## src/gntd_pkg.sv

```systemverilog
// ----------------------------------------------------------------------------
// Glob name, type and depth filter package
// Shared types and constants of the path filter: character codes, file mode
// type codes, register indexes and the control bundle of the matcher cells.
// ----------------------------------------------------------------------------
package gntd_pkg;

	localparam int unsigned CHAR_W   = 8;
	localparam int unsigned MODE_W   = 16;
	localparam int unsigned DEPTH_W  = 8;
	localparam int unsigned WORD_W   = 64;
	localparam int unsigned NUM_WORDS = 4;
	localparam int unsigned LEN_W    = 6;
	localparam int unsigned REG_IDX_W = 3;

	localparam logic [CHAR_W-1:0] CH_STAR  = 8'h2A;
	localparam logic [CHAR_W-1:0] CH_QMARK = 8'h3F;
	localparam logic [CHAR_W-1:0] CH_SLASH = 8'h2F;

	localparam logic [MODE_W-1:0] MODE_TYPE_MASK = 16'o170000;
	localparam logic [MODE_W-1:0] MODE_DIR       = 16'o040000;
	localparam logic [MODE_W-1:0] MODE_REG       = 16'o100000;

	typedef enum logic [1:0] {
		TF_NONE = 2'd0,
		TF_REG  = 2'd1,
		TF_DIR  = 2'd2,
		TF_ANY  = 2'd3
	} type_filter_t;

	typedef enum logic [REG_IDX_W-1:0] {
		REG_TYPE_FILTER    = 3'd0,
		REG_MIN_DEPTH      = 3'd1,
		REG_NAME_FILTER_ON = 3'd2,
		REG_PATTERN_LENGTH = 3'd3,
		REG_PATTERN_W0     = 3'd4,
		REG_PATTERN_W1     = 3'd5,
		REG_PATTERN_W2     = 3'd6,
		REG_PATTERN_W3     = 3'd7
	} reg_index_t;

	typedef struct packed {
		logic              load;
		logic              at_start;
		logic              restart;
		logic [CHAR_W-1:0] ch;
	} cell_ctrl_t;

endpackage

```

## src/gntd_if.sv

```systemverilog
// ----------------------------------------------------------------------------
// Path filter stream interfaces
// Valid/ready channels for path character beats and for filter result beats.
// ----------------------------------------------------------------------------
interface gntd_path_if;
	import gntd_pkg::*;

	logic               valid;
	logic               ready;
	logic [CHAR_W-1:0]  ch;
	logic               last_char;
	logic [MODE_W-1:0]  file_mode;
	logic [DEPTH_W-1:0] depth;

	modport source (output valid, ch, last_char, file_mode, depth, input ready);
	modport sink (input valid, ch, last_char, file_mode, depth, output ready);
endinterface

interface gntd_result_if;
	logic valid;
	logic ready;
	logic matched;

	modport source (output valid, matched, input ready);
	modport sink (input valid, matched, output ready);
endinterface

```

## src/gntd_cell.sv

```systemverilog
// ----------------------------------------------------------------------------
// Glob matcher cell
// Holds the live bit of one pattern position, advances it on each character
// and passes match, star-closure and start-set bits to the next cell.
// ----------------------------------------------------------------------------
module gntd_cell (
	input  logic                          clk,
	input  logic                          arst_n,
	input  gntd_pkg::cell_ctrl_t          ctrl,
	input  logic [gntd_pkg::CHAR_W-1:0]   pchar,
	input  logic                          en,
	input  logic                          start_in,
	input  logic                          match_in,
	input  logic                          close_in,
	output logic                          start_out,
	output logic                          match_out,
	output logic                          close_out,
	output logic                          closed
);
	import gntd_pkg::*;

	logic live_q;
	logic star;
	logic base;
	logic raw;

	assign star      = en && (pchar == CH_STAR);
	assign base      = ctrl.at_start ? start_in : live_q;
	assign start_out = start_in && star;
	assign match_out = base && en && !star && ((pchar == CH_QMARK) || (pchar == ctrl.ch));
	assign raw       = (base && star) || match_in;
	assign closed    = raw || close_in;
	assign close_out = closed && star;

	always_ff @(posedge clk or negedge arst_n) begin
		if (!arst_n) begin
			live_q <= 1'b0;
		end else if (ctrl.load) begin
			live_q <= ctrl.restart ? start_in : closed;
		end
	end

endmodule

```

## src/glob_name_type_depth_filter.sv

```systemverilog
// ----------------------------------------------------------------------------
// Glob name, type and depth filter
// Streams path characters through a row of glob matcher cells and flags, on
// the last character, whether the path passes the depth, type and name tests.
// ----------------------------------------------------------------------------
// The result beat is registered and appears in the cycle after the last character beat.
// Throughput: one character beat per cycle while the result side takes beats.
// The row of cells updates every pattern position in the same cycle.
// Reset clears all registers to their reset values at once; no clearing pass.
// ----------------------------------------------------------------------------
module glob_name_type_depth_filter #(
	parameter int unsigned PATTERN_MAX = 32
) (
	input  logic                             clk,
	input  logic                             arst_n,
	gntd_path_if.sink                        path,
	gntd_result_if.source                    result,
	input  logic                             cfg_wr_en,
	input  logic [gntd_pkg::REG_IDX_W-1:0]   cfg_index,
	input  logic [gntd_pkg::WORD_W-1:0]      cfg_wdata
);
	import gntd_pkg::*;

	localparam int unsigned PL_W = $clog2(PATTERN_MAX + 1);

	type_filter_t       type_filter_q;
	logic [DEPTH_W-1:0] min_depth_q;
	logic               name_filter_on_q;
	logic [LEN_W-1:0]   pattern_length_q;
	logic [WORD_W-1:0]  pattern_words_q [NUM_WORDS];

	logic               at_start_q;
	logic               out_valid_q;
	logic               matched_q;

	logic               accept;
	cell_ctrl_t         ctrl;
	logic [PL_W-1:0]    pat_len;
	logic [PATTERN_MAX:0] start_chain;
	logic [PATTERN_MAX:0] match_chain;
	logic [PATTERN_MAX:0] close_chain;
	logic [PATTERN_MAX:0] closed_vec;
	logic [MODE_W-1:0]  mode_type;
	logic               type_ok;
	logic               name_ok;
	logic               ok;

	assign path.ready = !out_valid_q || result.ready;
	assign accept     = path.valid && path.ready;

	assign ctrl.load     = accept;
	assign ctrl.at_start = at_start_q;
	assign ctrl.restart  = (path.ch == CH_SLASH) && !path.last_char;
	assign ctrl.ch       = path.ch;

	assign pat_len = (pattern_length_q > LEN_W'(PATTERN_MAX)) ? PL_W'(PATTERN_MAX)
	                                                         : pattern_length_q[PL_W-1:0];

	assign start_chain[0] = 1'b1;
	assign match_chain[0] = 1'b0;
	assign close_chain[0] = 1'b0;

	for (genvar i = 0; i < PATTERN_MAX; i++) begin : g_cell
		gntd_cell u_cell (
			.clk       (clk),
			.arst_n    (arst_n),
			.ctrl      (ctrl),
			.pchar     (pattern_words_q[i / 8][(i % 8) * CHAR_W +: CHAR_W]),
			.en        (LEN_W'(i) < pattern_length_q),
			.start_in  (start_chain[i]),
			.match_in  (match_chain[i]),
			.close_in  (close_chain[i]),
			.start_out (start_chain[i+1]),
			.match_out (match_chain[i+1]),
			.close_out (close_chain[i+1]),
			.closed    (closed_vec[i])
		);
	end

	assign closed_vec[PATTERN_MAX] = match_chain[PATTERN_MAX] || close_chain[PATTERN_MAX];

	assign mode_type = path.file_mode & MODE_TYPE_MASK;

	always_comb begin
		unique case (type_filter_q)
			TF_REG:  type_ok = (mode_type == MODE_REG);
			TF_DIR:  type_ok = (mode_type == MODE_DIR);
			TF_NONE: type_ok = 1'b1;
			TF_ANY:  type_ok = 1'b1;
			default: type_ok = 1'b1;
		endcase
	end

	assign name_ok = !name_filter_on_q || closed_vec[pat_len];
	assign ok      = (path.depth >= min_depth_q) && type_ok && name_ok;

	always_ff @(posedge clk or negedge arst_n) begin
		if (!arst_n) begin
			type_filter_q    <= TF_NONE;
			min_depth_q      <= '0;
			name_filter_on_q <= 1'b0;
			pattern_length_q <= '0;
			for (int w = 0; w < NUM_WORDS; w++) begin
				pattern_words_q[w] <= '0;
			end
		end else if (cfg_wr_en) begin
			unique case (reg_index_t'(cfg_index))
				REG_TYPE_FILTER:    type_filter_q    <= type_filter_t'(cfg_wdata[1:0]);
				REG_MIN_DEPTH:      min_depth_q      <= cfg_wdata[DEPTH_W-1:0];
				REG_NAME_FILTER_ON: name_filter_on_q <= cfg_wdata[0];
				REG_PATTERN_LENGTH: pattern_length_q <= cfg_wdata[LEN_W-1:0];
				REG_PATTERN_W0:     pattern_words_q[0] <= cfg_wdata;
				REG_PATTERN_W1:     pattern_words_q[1] <= cfg_wdata;
				REG_PATTERN_W2:     pattern_words_q[2] <= cfg_wdata;
				REG_PATTERN_W3:     pattern_words_q[3] <= cfg_wdata;
				default: ;
			endcase
		end
	end

	always_ff @(posedge clk or negedge arst_n) begin
		if (!arst_n) begin
			at_start_q  <= 1'b1;
			out_valid_q <= 1'b0;
		end else begin
			if (accept) begin
				at_start_q <= path.last_char;
			end
			if (accept && path.last_char) begin
				out_valid_q <= 1'b1;
			end else if (result.ready) begin
				out_valid_q <= 1'b0;
			end
		end
	end

	always_ff @(posedge clk or negedge arst_n) begin
		if (!arst_n) begin
			matched_q <= 1'b0;
		end else if (accept && path.last_char) begin
			matched_q <= ok;
		end
	end

	assign result.valid   = out_valid_q;
	assign result.matched = matched_q;

`ifndef SYNTHESIS
	a_result_follows_last: assert property (@(posedge clk) disable iff (!arst_n)
		(accept && path.last_char) |=> result.valid)
		else $error("Last character beat produced no result beat.");

	a_start_after_last: assert property (@(posedge clk) disable iff (!arst_n)
		(accept && path.last_char) |=> at_start_q)
		else $error("Path start not flagged after last character.");

	a_mid_path_no_start: assert property (@(posedge clk) disable iff (!arst_n)
		(accept && !path.last_char) |=> !at_start_q)
		else $error("Path start flagged in the middle of a path.");

	a_stall_blocks_input: assert property (@(posedge clk) disable iff (!arst_n)
		(result.valid && !result.ready) |-> !path.ready)
		else $error("Character beat taken while a result beat is stalled.");
`endif

endmodule
```

## src/flat_wrapper.sv

```systemverilog
// flat-port wrapper written by rule: the top's interface ports become plain ports
module glob_name_type_depth_filter_flat import gntd_pkg::*;
#(
	parameter int unsigned PATTERN_MAX = 32
)
  (clk, arst_n, cfg_wr_en, cfg_index, cfg_wdata, path_valid, path_ch, path_last_char, path_file_mode, path_depth, path_ready, result_valid, result_matched, result_ready);
  gntd_path_if path_i ();
  gntd_result_if result_i ();
  input  logic clk;
  input  logic arst_n;
  input  logic cfg_wr_en;
  input  logic [gntd_pkg::REG_IDX_W-1:0] cfg_index;
  input  logic [gntd_pkg::WORD_W-1:0] cfg_wdata;
  input wire logic [$bits(path_i.valid)-1:0] path_valid;
  input wire logic [$bits(path_i.ch)-1:0] path_ch;
  input wire logic [$bits(path_i.last_char)-1:0] path_last_char;
  input wire logic [$bits(path_i.file_mode)-1:0] path_file_mode;
  input wire logic [$bits(path_i.depth)-1:0] path_depth;
  output wire logic [$bits(path_i.ready)-1:0] path_ready;
  output wire logic [$bits(result_i.valid)-1:0] result_valid;
  output wire logic [$bits(result_i.matched)-1:0] result_matched;
  input wire logic [$bits(result_i.ready)-1:0] result_ready;
  assign path_i.valid = path_valid;
  assign path_i.ch = path_ch;
  assign path_i.last_char = path_last_char;
  assign path_i.file_mode = path_file_mode;
  assign path_i.depth = path_depth;
  assign path_ready = path_i.ready;
  assign result_valid = result_i.valid;
  assign result_matched = result_i.matched;
  assign result_i.ready = result_ready;
  glob_name_type_depth_filter #(.PATTERN_MAX(PATTERN_MAX)) u_core (.clk(clk), .arst_n(arst_n), .path(path_i), .result(result_i), .cfg_wr_en(cfg_wr_en), .cfg_index(cfg_index), .cfg_wdata(cfg_wdata));
endmodule
```

## config.mk

```make
export PLATFORM = sky130hd
export DESIGN_NAME = glob_name_type_depth_filter_flat
export DESIGN_NICKNAME = d
export VERILOG_FILES = /design/src/gntd_pkg.sv /design/src/gntd_if.sv /design/src/gntd_cell.sv /design/src/glob_name_type_depth_filter.sv /design/src/flat_wrapper.sv
export SDC_FILE = /design/constraint.sdc
export NUM_CORES = 1
export LEC_CHECK = 0
export ABC_CLOCK_PERIOD_IN_PS = 3900
export BUFFER_PORTS_ARGS = -buffer_cell sky130_fd_sc_hd__buf_2
export CORE_MARGIN = 1
export CORE_UTILIZATION = 40
export DETAILED_ROUTE_END_ITERATION = 8
export SYNTH_ARGS = -nofsm -noshare
export SYNTH_HDL_FRONTEND = slang
export SYNTH_SLANG_ARGS = --single-unit
```

## constraint.sdc

```tcl
create_clock -name clk -period 3.9 [get_ports clk]
set_clock_uncertainty 0.15 [all_clocks]
set_input_delay 0.585 -clock clk [delete_from_list [all_inputs] [get_ports clk]]
set_output_delay 0.585 -clock clk [all_outputs]
set_load 0.05 [all_outputs]
```

==> run_results.csv <==
group,metric,value,unit
cts,cts_made_buffers,38,
grt,grt_pass1_vias,18214,
place,place_congestion,1.01,
critical_path,endpoint,"u_core.result.matched$_DFFE_PN0P_",
yosys,netlist-cell-type-count,91,
grt,grt_max_degree,124,
outcome,violations,"DRC, hold timing, setup timing",
timing,fin_ws,-0.648,ns
floorplanning,start_util,40.8,%
timing,rsz0062_at_grt,"true",
cts,cts_tree,"done",
drt,met2_length,32300,µm
critical_path,regToRegSetupSlack,-0.65,ns
timing,finalHoldViolCount,1,
hold_path,min_path_type,"input port to async pin",
grt,gr-usage-all-layers,27.8,%
critical_path,cp_slowest_cell,"or4_4",
finish,mostFrequentLayoutCell,"buf_4",
yosys,synth_compound_area_share,12.1,%
finish,drive_above_1_share,41.8,%
yosys,syn-num-nets,2032,
grt,grt_pass1_wl,106000,µm
yosys,synthFlopType,"dfrtp_1",
yosys,ys_async_sr_fraction,100,%
critical_path,path_class,"flip-flop to flip-flop",
grt,antenna_found_initial,2,
drt,vias,17685,
place,pre_cts_ws,-0.785,ns
drt,met1Wirelength,30100,µm
critical_path,r2r-end,"u_core.result.matched$_DFFE_PN0P_",
timing,slew_headroom,29.1,%
place,dp_cells,3005,
floorplanning,fp.dieW,221,µm
critical_path,worstPathArrival,4.83,ns
drt,drc_errors,2,
finish,fin_cells,3091,
critical_path,startpoint_type,"flip-flop",
floorplanning,core,0.0470,mm²
timing,final.min_clock_period,4.55,ns
drt,ant_nets,0,
drt,drt_iter0_drc,1191,
finish,area_growth,35.1,%
floorplanning,die_h,221,µm
yosys,yosys.area_share.simple,16.9,%
power_and_ir_drop,ir_drop,0.282,mV
yosys,synthAdderAreaFrac,0.588,%
yosys,synthMuxAreaShare,15.7,%
cts,cts-root-buf,"clkbuf_16",
cts,clockBufferDepth,3,
drt,drt-total-wl,68200,µm
critical_path,end_kind,"flip-flop",
critical_path,worst-path-stages,16,
finish,layout_common_cells,"buf_4 (483), dfrtp_1 (306), mux2_2 (264)",
cts,path_clk_slew,0.06,ns
grt,grt_overflow,0,
yosys,avgSynthCellArea,9.99,µm²
cts,cts.sinks,308,
timing,fin_tns_setup,-4.59,ns
timing,period_share,117,%
cts,htree_levels,2,
drt,dr.pass1.iters,7,
floorplanning,row_count,79,
critical_path,cp_common_cell,"a211o_1",
critical_path,crit_fanout,7,
drt,top_layer_used,"met5",
drt,wl_per_cell,22.1,µm
outcome,status,"finished, violations left",
critical_path,r2r_start,"u_core.pattern_length_q[5]$_DFFE_PN0P_",
timing,slew_viol_final,0,
yosys,syn_area,0.0192,mm²
yosys,synth-seq-cells,308,
yosys,synth_top_family_by_area,"simple AND/OR/NAND/NOR gates",
yosys,synthXorXnorAreaFrac,11.7,%
critical_path,worstPathCellList,"or4_4 -> o2111ai_4 -> nor2b_1 -> a211o_1 -> a211oi_2 -> or4b_4 -> o211ai_4 -> a211o_1 -> nand3_2 -> o31a_1 -> o21ai_2 -> buf_4 -> o21ai_4 -> a21oi_2 -> o21ai_1 -> a311o_1",
job,maxCapViolCount,0,
timing,worst_pin_slew,1.06,ns
critical_path,worst_r2r_path_depth,16,
critical_path,max_stage_delay,0.66,ns
critical_path,crit_family,"compound AO/OA/AOI/OAI gates",
critical_path,crit_path_start,"u_core.pattern_length_q[5]$_DFFE_PN0P_",
drt,viasPerCell,5.72,
floorplanning,ioPinCount,108,
timing,fmax,0.220,GHz
cts,clkLatencyLatePin,0.56,ns
yosys,synthCells,1918,
power_and_ir_drop,p_per_area,450,mW/mm²
critical_path,crit_buf_inv,1,
timing,finalSetupViolCount,16,
power_and_ir_drop,p_leak,10.8,nW
yosys,yosysWarnings,0,
critical_path,worst_ep_required_time,4.18,ns
place,io_buffers,95,
floorplanning,die_area,0.0488,mm²
timing,hold_ws,-0.0179,ns
drt,dr_wl_met3,3870,µm
yosys,yosysSeqAreaShare,40.2,%
finish,nets,2570,
place,dp_hpwl,51600,µm
yosys,synth-edff-count,0,
-- through the flow --
stage                     total power [mW]  util (%)  instance area (µm²)  hold slack [ns]
after detailed placement              8.02      51.0                24000            0.316
after global placement                7.90      51.0                24000            0.307
after global routing                  12.2      55.2                25900           0.0668
after floorplan                       6.26         -                19200            0.139
final                                 11.6      55.2                25900          -0.0179
after CTS                             11.6      54.5                25600           0.0314
-- logic make-up (layout without fill, tap and decap cells) --
group	count (synthesis)	in the layout
flops	308	308
simple gates	601	601
mux	268	268
other cells	0	1
xor+xnor	256	256
compound gates	345	345
fa+ha+maj	9	9
buf+inv	131	696
-- synthesized netlist by cell type (all sizes together) (6+ instances only) --
cell,instances,area [µm²]
nor2b,21,131
nor4bb,8,80.1
xnor2,192,1680
nand2b,6,37.5
nor4b,6,52.6
nand4b,7,61.3
a21o,11,82.6
nor4,36,268
a31oi,17,106
o21a,14,105
o21bai,6,45.0
o21ai,100,504
clkbuf,71,267
buf,38,176
nor2,114,430
or4,18,139
nand4,80,500
o31ai,10,75.1
and3,15,93.8
inv,22,82.6
o211ai,8,65.1
ha,9,113
a211oi,16,120
or3,28,175
xor2,64,561
a211o,9,78.8
mux2,265,2980
a32oi,7,61.3
nor3,55,312
dfrtp,307,7680
a221oi,6,52.6
o22ai,11,68.8
a21oi,63,323
nand3,31,165
and2,10,62.6
nand2,144,541
-- state kept, by name, summed over array words and instances, names as in the netlist --
signal,flops
u_core.at_start_q,1
u_core.g_cell.u_cell.live_q,32
u_core.min_depth_q,8
u_core.name_filter_on_q,1
u_core.pattern_length_q,6
u_core.pattern_words_q,256
u_core.result.matched,1
u_core.result.valid,1
u_core.type_filter_q,2
-- final cells by class --
class / instances / area [µm²]
Fill cell: 4060 / 21100
Multi-Input combinational cell: 1479 / 11500
Clock inverter: 8 / 96.3
Sequential cell: 308 / 7710
Antenna cell: 1 / 2.50
Timing Repair Buffer: 607 / 4600
Tap cell: 607 / 759
Inverter: 22 / 82.6
Clock buffer: 59 / 1140
-- how the worst min path moves through the flow --
stage / from / to / slack (ns)
2_1_floorplan: arst_n / u_core.g_cell[0].u_cell.live_q$_DFFE_PN0P_ / 0.14
3_3_place_gp: u_core.g_cell[6].u_cell.live_q$_DFFE_PN0P_ / u_core.g_cell[6].u_cell.live_q$_DFFE_PN0P_ / 0.31
3_5_place_dp: u_core.g_cell[24].u_cell.live_q$_DFFE_PN0P_ / u_core.g_cell[24].u_cell.live_q$_DFFE_PN0P_ / 0.32
4_1_cts: arst_n / u_core.pattern_words_q[109]$_DFFE_PN0P_ / 0.03
5_1_grt: arst_n / u_core.pattern_words_q[109]$_DFFE_PN0P_ / 0.07
6_report: arst_n / u_core.pattern_words_q[109]$_DFFE_PN0P_ / -0.02
-- power breakdown --
group | switching, mW | internal, mW
logic | 1.76 | 1.99
registers | 0.517 | 3.84
clock network | 1.40 | 2.15
total | 3.67 | 7.97
-- timing repair --
action,4_1_cts,5_1_grt
pin swaps,33,22
hold endpoints to repair,0,0
buffers inserted,12,7
hold buffers,0,0
cloned,0,0
endpoints found under the setup margin,21,21
resized for setup,65,56
-- worst reg2reg max path: stages (launching register included) --
cell	delay [ns]
dfrtp_1	0.40
or4_4	0.66
o2111ai_4	0.25
nor2b_1	0.07
a211o_1	0.26
a211oi_2	0.32
or4b_4	0.54
o211ai_4	0.14
a211o_1	0.23
nand3_2	0.11
o31a_1	0.31
o21ai_2	0.18
buf_4	0.15
o21ai_4	0.06
a21oi_2	0.16
o21ai_1	0.08
a311o_1	0.35
-- routing by layer --
| metal | vias up | global-route usage, % |
|---|---|---|
| met4 | 2 | 8.73 |
| li1 | 8136 | - |
| met3 | 128 | 4.26 |
| met1 | 8859 | 37.2 |
| met5 | - | 0 |
| met2 | 560 | 46.2 |
No activity file was read; power rests on OpenSTA's default activity.
